===== src/rtl/tte_pkg.sv =====
// Shared types, codes and helpers for the tensor-train entry evaluator.
// Used by tte_ctrl, tte_datapath and tensor_train_entry_eval_top; no dependencies.
`timescale 1ns / 1ps
`default_nettype none

package tte_pkg;

	localparam int DEF_MAX_DIMS = 8;
	localparam int DEF_MAX_RANK = 8;
	localparam int DEF_MAX_MODE = 16;

	localparam int CMD_W  = 2;
	localparam int DIM_W  = 3;
	localparam int RC_W   = 3;
	localparam int MIDX_W = 4;
	localparam int VAL_W  = 32;
	localparam int RVAL_W = 4;
	localparam int ND_W   = 4;

	localparam logic [CMD_W-1:0] CMD_WRITE = 2'd0;
	localparam logic [CMD_W-1:0] CMD_RANK  = 2'd1;
	localparam logic [CMD_W-1:0] CMD_QUERY = 2'd2;

	typedef struct packed {
		logic core_wr;
		logic capture;
		logic issue;
		logic first;
		logic commit;
		logic emit_ok;
		logic emit_err;
	} ctrl_cmd_t;

	typedef struct packed {
		logic pipe_busy;
	} dp_sts_t;

	function automatic logic [8:0] mode_wrap(input logic [MIDX_W-1:0] m, input int unsigned mm);
		logic [8:0] r;
		logic [8:0] lim;
		r   = {5'b0, m};
		lim = mm[8:0];
		for (int k = 0; k < 8; k++) begin
			if (r >= lim) begin
				r = r - lim;
			end
		end
		return r;
	endfunction

endpackage

`default_nettype wire


===== src/rtl/tte_ctrl.sv =====
// Controller: transaction decode, query ordering, rank table and step sequencing.
// Depends on tte_pkg; drives tte_datapath through ctrl_cmd_t and reads dp_sts_t.
`timescale 1ns / 1ps
`default_nettype none

module tte_ctrl #(
	parameter int MAX_DIMS = 8,
	parameter int MAX_RANK = 8,
	parameter int RI_W     = 3,
	parameter int RK_W     = 4
) (
	input  wire logic                        clk,
	input  wire logic                        arst_n,
	input  wire logic                        start,
	output logic                             busy,
	input  wire logic [tte_pkg::CMD_W-1:0]   command,
	input  wire logic [tte_pkg::DIM_W-1:0]   dim_position,
	input  wire logic [tte_pkg::RVAL_W-1:0]  rank_value,
	input  wire logic                        cfg_wr_en,
	input  wire logic [tte_pkg::ND_W-1:0]    cfg_wr_data,
	output tte_pkg::ctrl_cmd_t               cmd,
	input  wire tte_pkg::dp_sts_t            sts,
	output logic [RI_W-1:0]                  issue_row,
	output logic [RK_W-1:0]                  left_rank,
	output logic [RK_W-1:0]                  right_rank
);

	import tte_pkg::*;

	localparam int RT_W = (MAX_DIMS + 1 > 1) ? $clog2(MAX_DIMS + 1) : 1;

	typedef enum logic [2:0] {
		ST_IDLE  = 3'b001,
		ST_RUN   = 3'b010,
		ST_DRAIN = 3'b100
	} state_t;

	state_t           state_q;
	logic [ND_W-1:0]  num_dims_q;
	logic [ND_W-1:0]  expected_q;
	logic [RK_W-1:0]  rank_q [0:MAX_DIMS];
	logic [RI_W-1:0]  cnt_q;
	logic [RK_W-1:0]  left_q;
	logic [RK_W-1:0]  right_q;
	logic             first_q;
	logic [DIM_W-1:0] dim_q;

	logic             accept;
	logic             acc_write;
	logic             acc_rank;
	logic             acc_query;
	logic             q_err;
	logic             q_first;
	logic [ND_W-1:0]  b_left;
	logic [ND_W-1:0]  b_right;
	logic [RK_W-1:0]  left_eff;
	logic [RK_W-1:0]  right_eff;
	logic [RK_W-1:0]  rank_clamped;
	logic             rank_ok;
	logic [ND_W-1:0]  nd_new;
	logic             last_row;

	assign busy      = (state_q != ST_IDLE);
	assign accept    = start && !busy;
	assign acc_write = accept && (command == CMD_WRITE);
	assign acc_rank  = accept && (command == CMD_RANK);
	assign acc_query = accept && (command == CMD_QUERY);

	assign b_left  = {1'b0, dim_position};
	assign b_right = b_left + ND_W'(1);
	assign q_err   = (b_left != expected_q) || (int'(dim_position) >= MAX_DIMS);
	assign q_first = (b_left == num_dims_q - ND_W'(1));
	assign rank_ok = (dim_position != '0) && (int'(dim_position) <= MAX_DIMS);

	always_comb begin
		if (b_left == '0 || b_left >= num_dims_q) begin
			left_eff = RK_W'(1);
		end else begin
			left_eff = rank_q[RT_W'(b_left)];
		end
		if (b_right >= num_dims_q) begin
			right_eff = RK_W'(1);
		end else begin
			right_eff = rank_q[RT_W'(b_right)];
		end
	end

	always_comb begin
		if (rank_value == '0) begin
			rank_clamped = RK_W'(1);
		end else if (int'(rank_value) > MAX_RANK) begin
			rank_clamped = RK_W'(MAX_RANK);
		end else begin
			rank_clamped = RK_W'(rank_value);
		end
		if (cfg_wr_data == '0) begin
			nd_new = ND_W'(1);
		end else if (int'(cfg_wr_data) > MAX_DIMS) begin
			nd_new = ND_W'(MAX_DIMS);
		end else begin
			nd_new = cfg_wr_data;
		end
	end

	assign last_row = (cnt_q == RI_W'(left_q - RK_W'(1)));

	always_comb begin
		cmd          = '0;
		cmd.core_wr  = acc_write;
		cmd.capture  = acc_query && !q_err;
		cmd.emit_err = acc_query && q_err;
		cmd.issue    = (state_q == ST_RUN);
		cmd.first    = first_q;
		cmd.commit   = (state_q == ST_DRAIN) && !sts.pipe_busy;
		cmd.emit_ok  = cmd.commit && (dim_q == '0);
	end

	assign issue_row  = cnt_q;
	assign left_rank  = left_q;
	assign right_rank = right_q;

	always_ff @(posedge clk or negedge arst_n) begin
		if (!arst_n) begin
			state_q    <= ST_IDLE;
			num_dims_q <= ND_W'(1);
			expected_q <= '0;
			for (int i = 0; i <= MAX_DIMS; i++) begin
				rank_q[i] <= RK_W'(1);
			end
			cnt_q      <= '0;
			left_q     <= RK_W'(1);
			right_q    <= RK_W'(1);
			first_q    <= 1'b0;
			dim_q      <= '0;
		end else begin
			unique case (state_q)
				ST_IDLE: begin
					if (acc_rank && rank_ok) begin
						rank_q[RT_W'(b_left)] <= rank_clamped;
					end
					if (acc_query) begin
						if (q_err) begin
							expected_q <= num_dims_q - ND_W'(1);
						end else begin
							left_q  <= left_eff;
							right_q <= right_eff;
							first_q <= q_first;
							dim_q   <= dim_position;
							cnt_q   <= '0;
							state_q <= ST_RUN;
						end
					end
				end
				ST_RUN: begin
					cnt_q <= cnt_q + RI_W'(1);
					if (last_row) begin
						state_q <= ST_DRAIN;
					end
				end
				ST_DRAIN: begin
					if (!sts.pipe_busy) begin
						if (dim_q == '0) begin
							expected_q <= num_dims_q - ND_W'(1);
						end else begin
							expected_q <= {1'b0, dim_q} - ND_W'(1);
						end
						state_q <= ST_IDLE;
					end
				end
				default: begin
					state_q <= ST_IDLE;
				end
			endcase
			if (cfg_wr_en) begin
				num_dims_q <= nd_new;
				expected_q <= nd_new - ND_W'(1);
			end
		end
	end

	a_issue_busy: assert property (@(posedge clk) disable iff (!arst_n)
		cmd.issue |-> busy)
		else $error("row issued while not busy");

	a_idle_empty: assert property (@(posedge clk) disable iff (!arst_n)
		(state_q == ST_IDLE) |-> !sts.pipe_busy)
		else $error("datapath still busy in idle");

	a_row_range: assert property (@(posedge clk) disable iff (!arst_n)
		(state_q == ST_RUN) |-> (RK_W'(cnt_q) < left_q))
		else $error("issued row beyond left rank");

endmodule

`default_nettype wire


===== config.mk =====
export PLATFORM = sky130hd
export DESIGN_NAME = tte_ctrl
export DESIGN_NICKNAME = d
export VERILOG_FILES = /design/src/rtl/tte_pkg.sv /design/src/rtl/tte_ctrl.sv
export SDC_FILE = /design/constraint.sdc
export NUM_CORES = 1
export LEC_CHECK = 0
export ABC_AREA = 1
export BUFFER_PORTS_ARGS = -buffer_cell sky130_fd_sc_hd__clkbuf_2
export CORE_ASPECT_RATIO = 0.5
export CORE_MARGIN = 3
export CORE_UTILIZATION = 40
export DETAILED_ROUTE_END_ITERATION = 12
export PLACE_DENSITY = 0.7
export SETUP_SLACK_MARGIN = 0.2
export SYNTH_ARGS = -nofsm -noshare
export SYNTH_HDL_FRONTEND = slang
export SYNTH_SLANG_ARGS = --single-unit

===== constraint.sdc =====
create_clock -name clk -period 2.3 [get_ports clk]
set_input_delay 0.115 -clock clk [delete_from_list [all_inputs] [get_ports clk]]
set_output_delay 0.115 -clock clk [all_outputs]
set_load 0.02 [all_outputs]

==> results.sh, run 1 <==
export IMPL_status="completed"
export IMPL_r2r_start="state_q[0]$_DFFE_PN1P_"
export IMPL_place_ws_ns=0.501
export IMPL_vias_per_cell=5.00
export IMPL_wl_per_cell_microns=13.0
export IMPL_die_height_microns=74.0
export IMPL_gp_congestion=0.836
export IMPL_io_pin_count=37
export IMPL_worstSetupEndpointType="primary output"
export IMPL_yosys_most_used_dff="dfrtp_1"
export IMPL_drv_cap=0
export IMPL_yosysMostFrequentCell="nand2_1"
export IMPL_dp_hpwl_mm=6.48
export IMPL_final_cell_area_sq_um=4330
export IMPL_cts_sinks=58
export IMPL_cts_tree="done"
export IMPL_areaGrowthSynthToFinish_pct=16.9
export IMPL_numPortBuffers=36
export IMPL_synth_top_cell_area_share_pct=31.1
export IMPL_ctsResizeCount=0
export IMPL_rsz0062_at_grt="false"
export IMPL_critPathLaunchType="register"
export IMPL_fin_tns_setup_ns=0
export IMPL_fmax_mhz=537
export IMPL_grt_util_met1_pct=22.2
export IMPL_cts_buffers_inserted=9
export IMPL_setup_viol=0
export IMPL_worstPathMaxFanout=8
export IMPL_cp_arrival_ns=1.75
export IMPL_wl_mm=8.88
export IMPL_cts_root_buf="clkbuf_16"
export IMPL_diodes=0
export IMPL_drive_above_1_share_pct=16.2
export IMPL_combPwrFrac_pct=28.8
export IMPL_ys_seq_elements=58
export IMPL_top_usage_layer="met2"
export IMPL_syn_nets=555
export IMPL_grt_ovfl_total=0
export IMPL_use_met2_pct=31.0
export IMPL_hold_viol=0
export IMPL_netlist_instances=521
export IMPL_synth_area_sq_um=3700
export IMPL_power_frac_seq_pct=37.2
export IMPL_final_period_minus_worst_setup_slack_ns=1.86
export IMPL_report_final_slew_viol_count=0
export IMPL_clockPowerShare_pct=34.0
export IMPL_relSlewSlack_pct=51.6
export IMPL_avgSynthCellArea_sq_um=7.11
export IMPL_fp_dieW_microns=142
export IMPL_cts_max_path_buffers=2
export IMPL_synth_edff_count=0
export IMPL_r2r_end="issue_row[2]$_DFFE_PN0P_"
export IMPL_htree_levels=3
export IMPL_dpl_cell_area_sq_um=4000
export IMPL_final_period_utilization_pct=80.9
export IMPL_skew_ns=0.00684
export IMPL_antenna_found_initial=0
export IMPL_switchingPower_uw=1380
export IMPL_nets=596
export IMPL_ir_drop_mv=0.318
export IMPL_grt_pass1_wl_mm=15.0
export IMPL_p_int_uw=2620
export IMPL_num_rows=24
export IMPL_min_to="rank_q[35]$_DFFE_PN0P_"
export IMPL_ant_nets=0
export IMPL_required_ns=2.18
export IMPL_first_iter_violations=223
export IMPL_leakagePower_uw=0.00225
export IMPL_hold_path_class="input port to register"
export IMPL_fin_ws_ns=0.439
export IMPL_core_area_sq_um=8860
export IMPL_dpl_cell_count=666
export IMPL_p_per_area_nw_per_um2=924
export IMPL_whs_ns=0.0548
export IMPL_worst_slew_pin_slew_ns=0.726
export IMPL_cts_clk_slew_worst_paths_ns=0.05
export IMPL_initial_core_util_pct=41.8
export IMPL_finalNonFillerCells=684
export IMPL_grt_max_degree=59
export IMPL_ys_types=30
export IMPL_hold_buffers=2
export IMPL_yosys_top_cells_count="171 x nand2_1, 61 x inv_1, 53 x o21ai_0"
export IMPL_min_from="rank_value[3]"
export IMPL_vias=3423
export IMPL_async_flop_share_pct=100
export IMPL_cts_setup_buffers=0
export IMPL_switching_share_pct=34.5
export IMPL_reg2reg_slack_ns=0.60
export IMPL_dieArea_sq_um=10500
export IMPL_yosys_top_cells_area="dfrtp_1 31%, nand2_1 17%, dfstp_2 8.5%"
export IMPL_yosys_warnings=0
export IMPL_nFillCells=857
export IMPL_insertion_delay_ns=0.33
export IMPL_dr_pass1_iters=5
export IMPL_synth_seq_area_share_pct=39.6
export IMPL_rr_worst_depth=7
export IMPL_drc_errors=0
export IMPL_use_met3_pct=4.75
export IMPL_crit_type="register to primary output"
export IMPL_whs_path_depth=3
export IMPL_yosys_area_top_type="dfrtp_1"
export IMPL_grt_use_total_pct=18.0
export IMPL_grt_pass1_vias=3147
-- stage by stage --
| stage | total power, uW | utilization, % |
|---|---|---|
| final | 4000 | 48.8 |
| after global placement | 2610 | 45.2 |
| after floorplan | 2310 | - |
| after global routing | 4270 | 48.8 |
| after CTS | 4030 | 48.8 |
| after detailed placement | 2640 | 45.2 |
-- critical path, stage by stage (launching register included) --
cell and delay [ns]:
dfstp_2 0.54, nand3_1 0.13, inv_1 0.15, nand3_1 0.14, nor2_4 0.24, clkbuf_2 0.21
-- kinds of logic (layout without fill, tap and decap cells) --
logic type / Yosys count / after routing / synth area share [%]
buffers and inverters: 81 / 127 / 8.82
AO/OA/AOI/OAI: 92 / 92 / 14.0
XOR/XNOR: 5 / 5 / 1.39
adder cells (fa/ha/maj): 16 / 16 / 5.41
flip-flops: 58 / 58 / 39.6
AND/OR/NAND/NOR: 269 / 269 / 30.8
-- per-layer routing --
layer	vias to the layer above	routed length [microns]
met1	1562	4010
met3	13	450
li1	1768	-
met4	0	164
met2	80	4260
met5	-	0
-- registers in the layout (all words and copies together) (netlist names) --
register    count
right_rank      4
rank_q         32
num_dims_q      4
first_q         1
issue_row       3
left_rank       4
expected_q      4
state_q         3
dim_q           3
-- final cells by class --
type / count / area [sq um] / area share [%]
Multi-Input combinational cell: 382 / 1910 / 44.1
Clock inverter: 4 / 50.0 / 1.16
Timing Repair Buffer: 44 / 245 / 5.67
Clock buffer: 12 / 256 / 5.93
Tap cell: 117 / 146 / 3.38
Inverter: 67 / 253 / 5.84
Sequential cell: 58 / 1470 / 33.9
-- cells in the final DEF, fill, tap and decap left out, types with 3 or more instances in the layout --
cell type / n
nand2_1: 171
nor2_4: 3
buf_4: 6
clkbuf_2: 36
o21ai_0: 53
nor3_1: 4
nor2_2: 3
a21oi_1: 14
nand2_2: 4
inv_1: 61
ha_1: 16
xnor2_1: 3
dfstp_2: 12
or2_2: 4
nand4_1: 7
nor2_1: 31
dfrtp_1: 46
clkbuf_16: 9
o211ai_1: 18
inv_2: 5
nand3_1: 41
-- how the worst max path moves through the flow --
stage	start	endpoint
floorplan	dim_position[0]	right_rank[0]$_DFFE_PN1P_
global placement	dim_position[1]	right_rank[0]$_DFFE_PN1P_
detailed placement	dim_position[1]	right_rank[0]$_DFFE_PN1P_
CTS	state_q[0]$_DFFE_PN1P_	cmd[5]
global route	state_q[0]$_DFFE_PN1P_	cmd[5]
finish	state_q[0]$_DFFE_PN1P_	cmd[5]
-- power groups by stage --
stage / sequential [uW] / combinational (uW) / clock [uW]
CTS: 1480 / 1160 / 1380
global placement: 1490 / 1120 / 0
global route: 1520 / 1330 / 1430
detailed placement: 1490 / 1150 / 0
floorplan: 1520 / 793 / 0
finish: 1490 / 1150 / 1360
Power figures use the tool's default switching activity.
==> inputs of run 2 (changes only) <==
- clock period: 2.3 -> 1.86 ns (I/O delays scaled with it)
==> results.sh, run 2 (synthesis gave the netlist of run 1 again) <==
export IMPL_nets=605
export IMPL_status="completed"
export IMPL_grt_use_total_pct=18.6
export IMPL_cts_buffers_inserted=9
export IMPL_skew_ns=0.00574
export IMPL_cts_root_buf="clkbuf_16"
export IMPL_worstSetupEndpointType="primary output"
export IMPL_cts_tree="done"
export IMPL_cp_arrival_ns=1.57
export IMPL_grt_ovfl_total=0
export IMPL_wl_per_cell_microns=13.3
export IMPL_cts_sinks=58
export IMPL_vias_per_cell=5.05
export IMPL_diodes=0
export IMPL_drive_above_1_share_pct=22.4
export IMPL_regMostFlops="rank_q"
export IMPL_first_iter_violations=244
export IMPL_rr_worst_depth=7
export IMPL_fin_util_pct=51.5
export IMPL_fmax_mhz=603
export IMPL_fin_ws_ns=0.202
export IMPL_cts_max_path_buffers=2
export IMPL_clockPowerShare_pct=32.3
export IMPL_switchingPower_uw=1740
export IMPL_critPathLaunchType="register"
export IMPL_whs_path_depth=3
export IMPL_core_area_sq_um=8860
export IMPL_gp_congestion=0.845
export IMPL_wl_mm=9.19
export IMPL_required_ns=1.77
export IMPL_num_rows=24
export IMPL_fin_tns_setup_ns=0
export IMPL_worstPathMaxFanout=4
export IMPL_ir_drop_mv=0.449
export IMPL_fp_dieW_microns=142
export IMPL_ant_nets=0
export IMPL_htree_levels=3
export IMPL_hold_viol=0
export IMPL_vias=3502
export IMPL_dieArea_sq_um=10500
export IMPL_final_common_cell="nand2_1"
export IMPL_nFillCells=825
export IMPL_io_pin_count=37
export IMPL_insertion_delay_ns=0.33
export IMPL_min_to="num_dims_q[1]$_DFFE_PN0P_"
export IMPL_reg2reg_slack_ns=0.21
export IMPL_areaGrowthSynthToFinish_pct=23.3
export IMPL_grt_pass1_vias=3232
export IMPL_crit_type="register to primary output"
export IMPL_relSlewSlack_pct=58.7
export IMPL_antenna_found_initial=0
export IMPL_r2r_start="state_q[0]$_DFFE_PN1P_"
export IMPL_final_cell_mix="158 x nand2_1, 58 x inv_1, 46 x dfrtp_1, 35 x nand3_1"
export IMPL_die_height_microns=74.0
export IMPL_initial_core_util_pct=41.8
export IMPL_cts_clk_slew_worst_paths_ns=0.05
export IMPL_dr_pass1_iters=5
export IMPL_grt_pass1_wl_mm=15.3
export IMPL_grt_max_degree=59
export IMPL_worst_slew_pin_slew_ns=0.617
export IMPL_leakagePower_uw=0.00233
export IMPL_final_cell_area_sq_um=4560
export IMPL_dp_hpwl_mm=6.61
export IMPL_final_period_utilization_pct=89.2
export IMPL_rsz0062_at_grt="true"
export IMPL_hold_path_class="input port to register"
export IMPL_numPortBuffers=36
export IMPL_min_from="cfg_wr_data[1]"
export IMPL_power_frac_seq_pct=36.6
export IMPL_drv_cap=0
export IMPL_switching_share_pct=34.7
export IMPL_p_per_area_nw_per_um2=1100
export IMPL_r2r_end="rank_q[30]$_DFFE_PN0P_"
export IMPL_final_period_minus_worst_setup_slack_ns=1.66
export IMPL_drc_errors=0
export IMPL_setup_viol=0
export IMPL_report_final_slew_viol_count=0
export IMPL_dpl_cell_area_sq_um=4060
export IMPL_combPwrFrac_pct=31.1
export IMPL_p_int_uw=3270
export IMPL_largest_reg_flops=32
export IMPL_place_ws_ns=0.0773
-- run 2: worst max-delay path: stages, from the launching register on --
cell	delay, ns
dfstp_2	0.56
nand4_1	0.21
nor3_1	0.25
clkbuf_2	0.21
-- run 2: power groups by stage --
stage,sequential (uW),combinational (uW),clock [uW]
2_1_floorplan,1880,981,0
3_3_place_gp,1840,1400,0
3_5_place_dp,1850,1440,0
4_1_cts,1830,1460,1650
5_1_grt,1870,1780,1700
6_report,1830,1560,1620
-- run 2: per-layer routing --
layer	global-route usage (%)	vias to the layer above	share of wire, %
met5	0	-	0
met4	6.49	0	1.6
met3	4.82	18	4.2
met2	31.7	63	48
met1	23.3	1628	46
li1	-	1793	-
-- run 2: what timing repair did --
item | CTS | global route
pin swaps | 1 | 18
hold buffers | 2 | 0
resized for setup | 2 | 63
setup buffers | 1 | 2
endpoints found under the setup margin | 2 | 42
hold endpoints to repair | 47 | 0
-- run 2: how the worst max path moves through the flow --
stage | from | to | cells after the start
2_1_floorplan | state_q[0]$_DFFE_PN1P_ | right_rank[0]$_DFFE_PN1P_ | 7
3_3_place_gp | dim_position[1] | right_rank[0]$_DFFE_PN1P_ | 13
3_5_place_dp | dim_position[1] | right_rank[0]$_DFFE_PN1P_ | 13
4_1_cts | state_q[0]$_DFFE_PN1P_ | cmd[5] | 5
5_1_grt | state_q[0]$_DFFE_PN1P_ | rank_q[31]$_DFFE_PN0P_ | 7
6_report | state_q[0]$_DFFE_PN1P_ | cmd[6] | 3
-- run 2: metrics by stage --
stage | power, uW | std cells | hold WS (ns)
after CTS | 4940 | 691 | 0.0410
after global placement | 3240 | 672 | 0.120
after floorplan | 2860 | 521 | -0.203
final | 5020 | 693 | 0.0509
after global routing | 5360 | 693 | 0.0668
after detailed placement | 3290 | 672 | 0.131
-- run 2: cell type report --
class	count	area, sq um	area share, %
Timing Repair Buffer	53	334	7.32
Clock buffer	13	250	5.48
Clock inverter	3	40.0	0.877
Sequential cell	58	1470	32.1
Multi-Input combinational cell	382	2070	45.4
Tap cell	117	146	3.21
Inverter	67	256	5.62
